--- src/hw/rtl/dfc_pkg.sv ---
// shared types and constants of the datagram frame checker
package dfc_pkg;

   localparam int MaxPayload = 64;
   localparam int QueueDepth = 4;
   localparam int QueuePtrW  = $clog2(QueueDepth);
   localparam int QueueCntW  = $clog2(QueueDepth + 1);

   localparam logic       ModeHeader  = 1'b0;
   localparam logic [6:0] CheckOffset = 7'd32;

   typedef enum logic [1:0] {
      ST_DELIVERED = 2'd0,
      ST_LOST      = 2'd1,
      ST_BAD_CHECK = 2'd2,
      ST_OUT_ORDER = 2'd3
   } status_type;

   // finished frame handed from the front to the back
   typedef struct packed {
      logic [7:0] seq;
      logic [7:0] rx_check;
      logic       drop;
      logic [6:0] calc;
   } frame_type;

endpackage

--- src/hw/rtl/dfc_back.sv ---
// verdict, sequence tracking, counters and result register
module dfc_back (
   input  logic                clock,
   input  logic                reset,
   input  logic                head_valid,
   input  dfc_pkg::frame_type  head_frame,
   output logic                pop,
   output logic                rsp_valid,
   input  logic                rsp_stall,
   output logic [1:0]          rsp_status,
   output logic                rsp_delivered,
   output logic [7:0]          rsp_done_seq,
   output logic [7:0]          rsp_next_expected,
   output logic [6:0]          rsp_sum_check,
   output logic [31:0]         rsp_good_count,
   output logic [31:0]         rsp_lost_count,
   output logic [31:0]         rsp_resend_count
);
   import dfc_pkg::*;

   logic [7:0]  expect_ff, expect_in;
   logic [31:0] good_ff, good_in;
   logic [31:0] lost_ff, lost_in;
   logic [31:0] resend_ff, resend_in;
   logic        valid_ff, valid_in;
   status_type  status_ff, status_in;
   logic [7:0]  seq_ff;
   logic [6:0]  calc_ff;

   assign pop = head_valid && (!valid_ff || !rsp_stall);

   always_comb begin
      expect_in = expect_ff;
      good_in   = good_ff;
      lost_in   = lost_ff;
      resend_in = resend_ff;
      status_in = status_ff;
      valid_in  = valid_ff && rsp_stall;
      if (pop) begin
         valid_in = 1'b1;
         if (head_frame.drop) begin
            status_in = ST_LOST;
            lost_in   = lost_ff + 32'd1;
            resend_in = resend_ff + 32'd1;
         end else if (head_frame.rx_check != {1'b0, head_frame.calc}) begin
            status_in = ST_BAD_CHECK;
            lost_in   = lost_ff + 32'd1;
            resend_in = resend_ff + 32'd1;
         end else if (head_frame.seq != expect_ff) begin
            status_in = ST_OUT_ORDER;
            resend_in = resend_ff + 32'd1;
         end else begin
            status_in = ST_DELIVERED;
            good_in   = good_ff + 32'd1;
            expect_in = expect_ff + 8'd1;
         end
      end
   end

   always_ff @(posedge clock) begin
      if (reset) begin
         valid_ff  <= 1'b0;
         expect_ff <= '0;
         good_ff   <= '0;
         lost_ff   <= '0;
         resend_ff <= '0;
      end else begin
         valid_ff  <= valid_in;
         expect_ff <= expect_in;
         good_ff   <= good_in;
         lost_ff   <= lost_in;
         resend_ff <= resend_in;
      end
      status_ff <= status_in;
      if (pop) begin
         seq_ff  <= head_frame.seq;
         calc_ff <= head_frame.calc;
      end
   end

   assign rsp_valid         = valid_ff;
   assign rsp_status        = status_ff;
   assign rsp_delivered     = (status_ff == ST_DELIVERED);
   assign rsp_done_seq      = seq_ff;
   assign rsp_next_expected = expect_ff;
   assign rsp_sum_check     = calc_ff;
   assign rsp_good_count    = good_ff;
   assign rsp_lost_count    = lost_ff;
   assign rsp_resend_count  = resend_ff;

endmodule

--- config.mk ---
export PLATFORM = sky130hd
export DESIGN_NAME = dfc_back
export DESIGN_NICKNAME = d
export VERILOG_FILES = /design/src/hw/rtl/dfc_pkg.sv /design/src/hw/rtl/dfc_back.sv
export SDC_FILE = /design/constraint.sdc
export NUM_CORES = 1
export LEC_CHECK = 0
export ABC_AREA = 1
export BUFFER_PORTS_ARGS = -buffer_cell sky130_fd_sc_hd__buf_2
export CORE_AREA = 2 2 138 140
export DETAILED_ROUTE_END_ITERATION = 7
export DIE_AREA = 0 0 140 142
export GPL_TIMING_DRIVEN = 1
export PLACE_DENSITY_LB_ADDON = 0.15
export SLEW_MARGIN = 20
export SYNTH_ARGS = -nofsm -noshare
export SYNTH_HDL_FRONTEND = slang
export SYNTH_SLANG_ARGS = --single-unit
export TNS_END_PERCENT = 30
--- constraint.sdc ---
create_clock -name clock -period 3.62 [get_ports clock]
set_clock_uncertainty 0.2 [all_clocks]
set_input_delay 0.181 -clock clock [delete_from_list [all_inputs] [get_ports clock]]
set_output_delay 0.181 -clock clock [all_outputs]
set_load 0.02 [all_outputs]
==> results_tabular.tex, run 1 <==
\begin{tabular}{lr}
\hline
Metric & Value \\
\hline
\multicolumn{2}{l}{\textbf{Place}} \\
\quad Total cell area at the placement stage & 8144 sq um \\
\quad Dpl hpwl & 14.46 mm \\
\quad Routability Congestion & 0.8516 \\
\quad Buffers added on ports & around 150 \\
\multicolumn{2}{l}{\textbf{Critical path}} \\
\quad Data arrival time of the worst path & 2.83 ns \\
\quad Critical path capture point type & register \\
\quad Required time of the critical path & 3.77 ns \\
\quad Critical Path Start Type & input pin \\
\quad Largest fanout on the critical path & 29 \\
\quad Path type of the worst setup path & input pin to register \\
\multicolumn{2}{l}{\textbf{Finish}} \\
\quad ANT cells & 0 \\
\quad Number of nets at the end of the flow & 1,360 \\
\quad Post-route cell area & 8939 sq um \\
\quad Final core utilization & 48.43\% \\
\quad Commonest non-fill, non-tap cells in the layout & sky130\_fd\_sc\_hd\_\_nand2\_1, sky130\_fd\_sc\_hd\_\_nor2\_1, sky130\_fd\_sc\_hd\_\_buf\_2 \\
\quad Fill cell total of the finished layout & 1,941 \\
\quad Commonest non-fill, non-tap cell in the layout & sky130\_fd\_sc\_hd\_\_nand2\_1 \\
\quad Layout area overhead & 23.32\% \\
\quad Share of post-route cells with drive strength above 1 & around 15\% \\
\multicolumn{2}{l}{\textbf{Clock tree}} \\
\quad Deepest clock path buffer count & 2 \\
\quad Skew-Pair Late Insertion Delay & 0.43 ns \\
\quad Setup repair bufs after CTS & 0 \\
\quad Count of H-tree levels built during CTS & 4 \\
\quad Library cell used as clock root buffer & sky130\_fd\_sc\_hd\_\_clkbuf\_16 \\
\quad Number of buffers created by CTS & 17 \\
\quad Clock slew seen by the registers of the worst setup and hold paths & 0.06 ns \\
\quad Sink Count & 122 \\
\quad CTS tree & done \\
\multicolumn{2}{l}{\textbf{Die}} \\
\quad Die outline area & 19,880 sq um \\
\quad Floorplan core area & about 18,000 sq um \\
\quad Vert. Die Dim & 142 um \\
\quad Number of top-level design ports & 152 \\
\quad \# rows & 50 \\
\quad Initial core utilization & 39.27\% \\
\quad Die outline width & roughly 140 um \\
\multicolumn{2}{l}{\textbf{Global route}} \\
\quad Aggregate global routing overflow & 0 \\
\quad Maximum number of pins on one net before global-route repair & 65 \\
\quad Global routing usage on met2 & 34.64\% \\
\quad Met1 global-route usage & 26.90\% \\
\quad Met3 GRT Util & 3.970\% \\
\quad GRT Total Usage & 20.51\% \\
\quad Grt peak-use layer & met2 \\
\quad Wire length of the first global-routing pass & 33.50 mm \\
\quad Vias in the first global route & 6,878 \\
\quad Number of antenna violations at the first check in global routing & 0 \\
\multicolumn{2}{l}{\textbf{Synth}} \\
\quad Mean area per synthesized cell & 6.184 sq um \\
\quad Post-synthesis instance area & 7248 sq um \\
\quad Gate count of the mapped netlist & around 1,200 \\
\quad Number of warnings issued by yosys & 0 \\
\quad Synth top area share & 29.00\% \\
\quad Cell types occupying the most area after synthesis & sky130\_fd\_sc\_hd\_\_dfxtp\_1, sky130\_fd\_sc\_hd\_\_nand2\_1, sky130\_fd\_sc\_hd\_\_nor2\_1 \\
\quad Synthesis-stage register bit count & 122 \\
\quad Synthesized net count & 1,204 \\
\quad Leading area contributor after synthesis & sky130\_fd\_sc\_hd\_\_dfxtp\_1 \\
\quad Number of library cell types mapped by synthesis & 27 \\
\quad Sequential share of the synthesized area & a little over a third \\
\multicolumn{2}{l}{\textbf{Detailed routing}} \\
\quad Count of nets left with antenna violations after detail routing & 0 \\
\quad Drt wl/cell & 12.92 um \\
\quad Overall via count from detail\_route & 7,661 \\
\quad Wire length after detailed routing & 20.36 mm \\
\quad DRC Markers & 10 \\
\quad Router iterations before antenna repair & 7 \\
\quad Avg Vias per Cell & 4.864 \\
\quad Starting DRT DRC Count & 479 \\
\multicolumn{2}{l}{\textbf{Timing}} \\
\quad Highest attainable clock frequency & 372.2 MHz \\
\quad Post-route fraction of the period consumed by the critical path & roughly 74\% \\
\quad Crit path time final & 2.687 ns \\
\quad RSZ-0062 raised after global routing & no \\
\quad Setup\_tns & 0 ns \\
\quad Slew at the pin closest to its max-slew limit & 0.8303 ns \\
\quad Count of endpoints failing hold in the final timing report & 0 \\
\quad Final-report max-slew violation count & 0 \\
\quad Setup Viol. Count Final & 0 \\
\quad Slew headroom & 44.52\% \\
\multicolumn{2}{l}{\textbf{Pwr}} \\
\quad VDD IR max & 0.0003278 V \\
\quad Power Dens Cells & 375.0 nW/um\^{}2 \\
\quad Leakage power total & 0.003782 uW \\
\multicolumn{2}{l}{\textbf{Outcome}} \\
\quad Violations in the final reports & DRC \\
\quad Run status & finished, violations left \\
\multicolumn{2}{l}{\textbf{Run}} \\
\quad MaxCap Viol Count & 0 \\
\multicolumn{2}{l}{\textbf{Hold path}} \\
\quad Type of the most critical hold path & input pin to register \\
\hline
\end{tabular}
==> cell usage after synthesis, drive strengths merged <==
cell,instances
a21oi,97
o31ai,1
clkbuf,12
dfxtp,105
clkinv,1
nor3b,1
o21ai,2
buf,28
nand4,28
ha,4
nand2,435
xnor2,12
edfxtp,17
nand3b,24
nor3,7
xor2,21
inv,93
nand3,73
nor2,210
nor4,1
==> worst max-delay path, cell delays in order <==
cell	delay [ns]
sky130_fd_sc_hd__dlygate4sd3_1	0.53
sky130_fd_sc_hd__buf_2	0.13
sky130_fd_sc_hd__inv_1	0.04
sky130_fd_sc_hd__nand2_1	0.04
sky130_fd_sc_hd__nand2_1	0.05
sky130_fd_sc_hd__nor2_1	0.07
sky130_fd_sc_hd__nand2_1	0.11
sky130_fd_sc_hd__nor2_4	0.38
sky130_fd_sc_hd__nand2_1	0.09
sky130_fd_sc_hd__buf_4	0.25
sky130_fd_sc_hd__nand2_1	0.65
sky130_fd_sc_hd__nand2_1	0.12
sky130_fd_sc_hd__a21oi_1	0.15
==> final cells by class <==
class	count	area [sq um]	area share [%]
timing repair buffer	177	996.0	11.14
inverter	94	352.8	3.947
sequential	122	2613	29.23
multi-input combinational	916	4070	45.53
tap	234	292.8	3.275
clock buffer	20	478.0	5.347
clock inverter	12	136.4	1.526
==> routing by layer <==
layer | routed length [um] | vias up | share of wire (%)
met5 | 0 | - | 0
met4 | 273 | 0 | 1.3
met3 | 858 | 21 | 4.2
met2 | 9493 | 168 | 47
met1 | 9731 | 3431 | 48
li1 | - | 4041 | -
==> through the flow <==
stage | std cells | total power, uW | setup WS, ns | hold WS (ns)
after floorplan | 1172 | 1534 | 1.624 | 0.07987
after global placement | 1525 | 1596 | 1.121 | 0.1804
after detailed placement | 1525 | 1597 | 1.075 | 0.1779
after CTS | 1575 | 3390 | 0.9499 | 0.1091
after global routing | 1575 | 3462 | 0.6142 | 0.1508
final | 1575 | 3352 | 0.9330 | 0.1100
==> state kept, by name, summed over array words and instances (netlist names) <==
register           flops
rsp_status             2
rsp_good_count        32
rsp_done_seq           8
rsp_lost_count        32
rsp_valid              1
rsp_sum_check          7
rsp_next_expected      8
rsp_resend_count      32
==> kinds of logic (layout without fill, tap and decap cells) <==
kind of cell             count (synthesis)  in the layout  share of synthesized area (%)
flip-flops                             122            122                          36.04
adder cells (fa/ha/maj)                  4              4                         0.6905
buffers and inverters                  134            303                          7.802
XOR/XNOR                                33             33                          3.988
AO/OA/AOI/OAI                          100            100                          6.940
AND/OR/NAND/NOR                        779            779                          44.54
==> final timing paths <==
kind / start / endpoint / slack [ns] / cells past startpoint
hold reg to reg: rsp_good_count[31]$_SDFFE_PP0P_ / rsp_good_count[31]$_SDFFE_PP0P_ / 0.29 / 2
setup reg to reg: rsp_next_expected[2]$_SDFFE_PP0P_ / rsp_resend_count[8]$_SDFFE_PP0P_ / 1.12 / 9
setup / recovery: head_frame[3] / rsp_lost_count[9]$_SDFFE_PP0P_ / 0.93 / 13
hold / removal: reset / rsp_resend_count[11]$_SDFFE_PP0P_ / 0.11 / 4
==> power breakdown <==
group	leakage (uW)	switching, uW	internal [uW]
Combinational	0.00248	118	61.8
Clock	0.000291	675	1100
Sequential	0.00101	9.92	1390
==> repair_timing <==
action | in CTS | in global routing
gates resized for setup | 0 | 0
hold buffers | 18 | 0
hold endpoints to repair | 18 | 0
Note: power is estimated with default switching activity, not from simulation.
==> inputs of run 2 (changes only) <==
clock period = 2.2 ns   (was 3.62 ns; I/O delays follow)
==> run 2 against run 1 <==
Effect of this change: the run still ends with DRC left; flip-flop and latch count stayed put; global-route usage is 0.25 points higher; clock power is 56% higher; die area stayed put; critical path type unchanged; worst setup slack worse by 0.80 ns; cell area is 1.8% higher; first-iteration DRC count is 7.5% lower; count of clock-buffer cells in the layout is 4 higher; sequential power is 65% higher.
==> results_tabular.tex, run 2 (synthesized netlist as in run 1, its figures left out) <==
\begin{tabular}{lr}
\hline
Metric & Value \\
\hline
\multicolumn{2}{l}{\textbf{Detailed routing}} \\
\quad Starting DRT DRC Count & 443 (was 479) \\
\quad Avg Vias per Cell & 4.815 (was 4.864) \\
\quad Count of nets left with antenna violations after detail routing & 0 (unchanged) \\
\quad Router iterations before antenna repair & 8 (was 7) \\
\quad DRC Markers & 10 (unchanged) \\
\quad Overall via count from detail\_route & 7,680 (was 7,661) \\
\quad Drt wl/cell & 12.84 um (was 12.92 um) \\
\quad Wire length after detailed routing & 20.48 mm (was 20.36 mm) \\
\multicolumn{2}{l}{\textbf{Global route}} \\
\quad GRT Total Usage & 20.77\% (was 20.51\%) \\
\quad Wire length of the first global-routing pass & 33.97 mm (was 33.50 mm) \\
\quad Number of antenna violations at the first check in global routing & 0 (unchanged) \\
\quad Maximum number of pins on one net before global-route repair & 65 (unchanged) \\
\quad Aggregate global routing overflow & 0 (unchanged) \\
\quad Vias in the first global route & 7,006 (was 6,878) \\
\multicolumn{2}{l}{\textbf{Clock tree}} \\
\quad CTS tree & done (unchanged) \\
\quad Count of H-tree levels built during CTS & 4 (unchanged) \\
\quad Sink Count & 122 (unchanged) \\
\quad Clock slew seen by the registers of the worst setup and hold paths & 0.05 ns (was 0.06 ns) \\
\quad Setup repair bufs after CTS & 0 (unchanged) \\
\quad Deepest clock path buffer count & 2 (unchanged) \\
\quad Number of buffers created by CTS & 17 (unchanged) \\
\quad Skew-Pair Late Insertion Delay & 0.42 ns (was 0.43 ns) \\
\quad Library cell used as clock root buffer & sky130\_fd\_sc\_hd\_\_clkbuf\_16 (unchanged) \\
\multicolumn{2}{l}{\textbf{Outcome}} \\
\quad Violations in the final reports & DRC (unchanged) \\
\quad Run status & finished, violations left (unchanged) \\
\multicolumn{2}{l}{\textbf{Finish}} \\
\quad Layout area overhead & 25.55\% (was 23.32\%) \\
\quad ANT cells & 0 (unchanged) \\
\quad Final core utilization & 49.31\% (was 48.43\%) \\
\quad Area taken by multi-input logic gates & 4074 sq um (was 4070 sq um) \\
\quad Number of nets at the end of the flow & 1,380 (was 1,360) \\
\quad Number of standard cells in the layout, taps in and fillers out & 1,595 (was 1,575) \\
\quad Sequential cell area & 2613 sq um (unchanged) \\
\quad Commonest non-fill, non-tap cell in the layout & sky130\_fd\_sc\_hd\_\_nand2\_1 (unchanged) \\
\quad Fill cell total of the finished layout & 1,900 (was 1,941) \\
\quad Commonest non-fill, non-tap cells in the layout & sky130\_fd\_sc\_hd\_\_nand2\_1, sky130\_fd\_sc\_hd\_\_nor2\_1, sky130\_fd\_sc\_hd\_\_buf\_2 (unchanged) \\
\quad Share of post-route cells with drive strength above 1 & 15.80\% (was 14.84\%) \\
\multicolumn{2}{l}{\textbf{Timing}} \\
\quad Setup\_tns & 0 ns (unchanged) \\
\quad RSZ-0062 raised after global routing & no (unchanged) \\
\quad Slew headroom & 61.40\% (was 44.52\%) \\
\quad Highest attainable clock frequency & 483.2 MHz \\
\quad Crit path time final & slightly above 2 ns \\
\quad Setup Viol. Count Final & 0 (unchanged) \\
\quad Final-report max-slew violation count & 0 (unchanged) \\
\quad Slew at the pin closest to its max-slew limit & 0.5789 ns (was 0.8303 ns) \\
\quad Post-route fraction of the period consumed by the critical path & between 90\% and 100\% \\
\quad Count of endpoints failing hold in the final timing report & 0 (unchanged) \\
\multicolumn{2}{l}{\textbf{Critical path}} \\
\quad Worst R2R Start & rsp\_valid\$\_SDFF\_PP0\_ (was rsp\_next\_expected[2]\$\_SDFFE\_PP0P\_) \\
\quad Data arrival time of the worst path & 2.18 ns (was 2.83 ns) \\
\quad Path type of the worst setup path & input pin to register (unchanged) \\
\quad Critical Path Start Type & input pin (unchanged) \\
\quad Biggest cell delay along the critical path & 0.57 ns (was 0.65 ns) \\
\quad Flop-to-flop setup slack & 0.23 ns (was 1.12 ns) \\
\quad Required time of the critical path & 2.31 ns (was 3.77 ns) \\
\quad Cell seen most often among critical-path stages & sky130\_fd\_sc\_hd\_\_dlygate4sd3\_1 (was sky130\_fd\_sc\_hd\_\_nand2\_1) \\
\quad Combined buffer and inverter count along the critical path & 4 (unchanged) \\
\quad Largest fanout on the critical path & 46 (was 29) \\
\quad R2R Path End & rsp\_resend\_count[24]\$\_SDFFE\_PP0P\_ (was rsp\_resend\_count[8]\$\_SDFFE\_PP0P\_) \\
\quad Kind of cell with the highest combined delay on the critical path & buffers and inverters (was simple AND/OR/NAND/NOR gates) \\
\quad Critical path capture point type & register (unchanged) \\
\quad Cells traversed along the worst timing path & dlygate4sd3\_1 > buf\_2 > buf\_4 > a21oi\_1 > dlygate4sd3\_1 (was dlygate4sd3\_1 > buf\_2 > inv\_1 > nand2\_1 > nand2\_1 > nor2\_1 > nand2\_1 > nor2\_4 > nand2\_1 > buf\_4 > nand2\_1 > nand2\_1 > a21oi\_1) \\
\quad Slowest cell on the critical path & sky130\_fd\_sc\_hd\_\_dlygate4sd3\_1 (was sky130\_fd\_sc\_hd\_\_nand2\_1) \\
\quad Cell depth of the worst flop-to-flop path & 10 (was 9) \\
\multicolumn{2}{l}{\textbf{Die}} \\
\quad \# rows & 50 (unchanged) \\
\quad Number of top-level design ports & 152 (unchanged) \\
\quad Die outline area & 19,880 sq um (unchanged) \\
\quad Initial core utilization & 39.27\% (unchanged) \\
\quad Die outline width & 140 um (unchanged) \\
\quad Vert. Die Dim & 142 um (unchanged) \\
\quad Floorplan core area & 18,460 sq um (unchanged) \\
\multicolumn{2}{l}{\textbf{Pwr}} \\
\quad Cell-internal power & 4148 uW (was 2550 uW) \\
\quad Clock share of power & 51.5\% (was 52.8\%) \\
\quad Leakage power total & 0.003893 uW (was 0.003782 uW) \\
\quad Fraction of power consumed by combinational cells & 5.7\% (was 5.4\%) \\
\quad Sw Share & 22.98\% (was 23.94\%) \\
\quad Power Dens Cells & 591.9 nW/um\^{}2 (was 375.0 nW/um\^{}2) \\
\quad VDD IR max & 0.0005532 V (was 0.0003278 V) \\
\quad Switching power total & 1238 uW (was 802.5 uW) \\
\quad Relative contribution of sequential cells to total power & 42.8\% (was 41.8\%) \\
\multicolumn{2}{l}{\textbf{Hold path}} \\
\quad Hold-critical path depth & 6 (was 4) \\
\quad Launch point of the worst hold path & head\_frame[15] (was reset) \\
\quad Worst-case hold path end point & rsp\_status[0]\$\_SDFFCE\_PP1P\_ (was rsp\_resend\_count[11]\$\_SDFFE\_PP0P\_) \\
\quad Type of the most critical hold path & input pin to register (unchanged) \\
\multicolumn{2}{l}{\textbf{Place}} \\
\quad Routability Congestion & 0.8838 (was 0.8516) \\
\quad Placed Instances & 1,544 (was 1,525) \\
\quad Dpl hpwl & 14.87 mm (was 14.46 mm) \\
\quad Buffers added on ports & 151 (unchanged) \\
\multicolumn{2}{l}{\textbf{Run}} \\
\quad MaxCap Viol Count & 0 (unchanged) \\
\hline
\end{tabular}
==> run 2: cell count changes in the layout (fill, tap and decap cells not counted), sizes merged <==
| cell | previous run | this run |
|---|---|---|
| buf | 159 | 178 |
| clkbuf | 20 | 24 |
| clkinv | 4 | 6 |
| clkinvlp | 4 | 1 |
| dlygate4sd3 | 18 | 19 |
| inv | 96 | 93 |
==> run 2: tightest hold or removal path, cell delays in order <==
cell                      delay (ns)
sky130_fd_sc_hd__buf_2          0.07
sky130_fd_sc_hd__inv_1          0.03
sky130_fd_sc_hd__nand2_1        0.05
sky130_fd_sc_hd__nor2_1         0.04
sky130_fd_sc_hd__nand2_1        0.11
sky130_fd_sc_hd__o31ai_1        0.09
==> run 2: area by class of cell <==
| cell class | count | area share [%] |
|---|---|---|
| multi-input combinational | 916 | 44.77 |
| clock buffer | 24 | 5.294 |
| sequential | 122 | 28.71 |
| timing repair buffer | 197 | 13.12 |
| clock inverter | 8 | 1.017 |
| inverter | 94 | 3.877 |
| tap | 234 | 3.217 |
==> run 2: how the worst max path moves through the flow <==
stage,end,start,slack [ns],cells after the start
floorplan,rsp_good_count[30]$_SDFFE_PP0P_,rsp_good_count[0]$_SDFFE_PP0P_,0.20,10
global placement,rsp_next_expected[3]$_SDFFE_PP0P_,rsp_next_expected[3]$_SDFFE_PP0P_,0.27,10
finish,rsp_valid$_SDFF_PP0_,reset,0.13,5
detailed placement,rsp_resend_count[24]$_SDFFE_PP0P_,rsp_resend_count[0]$_SDFFE_PP0P_,0.24,10
CTS,pop,rsp_valid$_SDFF_PP0_,0.06,5
global route,rsp_resend_count[24]$_SDFFE_PP0P_,rsp_resend_count[0]$_SDFFE_PP0P_,0.01,10
==> run 2: per-layer routing <==
layer	vias to the layer above	wire [um]	GRT usage [%]
met5	-	0	0
met4	0	289	5.901
met3	22	779	4.172
met2	148	9685	35.26
met1	3433	9729	26.98
li1	4077	-	-
==> run 2: through the flow <==
stage | setup slack, ns | hold slack [ns] | instance area, sq um | power (uW)
floorplan | 0.2037 | 0.008869 | 7248 | 2525
global placement | 0.2690 | 0.1028 | 8324 | 2632
detailed placement | 0.2417 | 0.1069 | 8324 | 2634
CTS | 0.06114 | 0.05595 | 9092 | 5452
global route | 0.009913 | 0.09199 | 9100 | 5582
finish | 0.1305 | 0.05912 | 9100 | 5386
==> run 2: what timing repair did <==
action	4_1_cts	5_1_grt
resized for setup	1	2
setup endpoints to repair	1	12
hold buffers	19	0
hold endpoints to repair	35	0
==> run 2: power groups by stage <==
stage | registers (uW) | logic (uW) | clock network, uW
final | 2310 | 305 | 2770
after global routing | 2310 | 341 | 2930
after CTS | 2310 | 309 | 2840
after detailed placement | 2350 | 281 | 0
after global placement | 2350 | 278 | 0
after floorplan | 2390 | 137 | 0
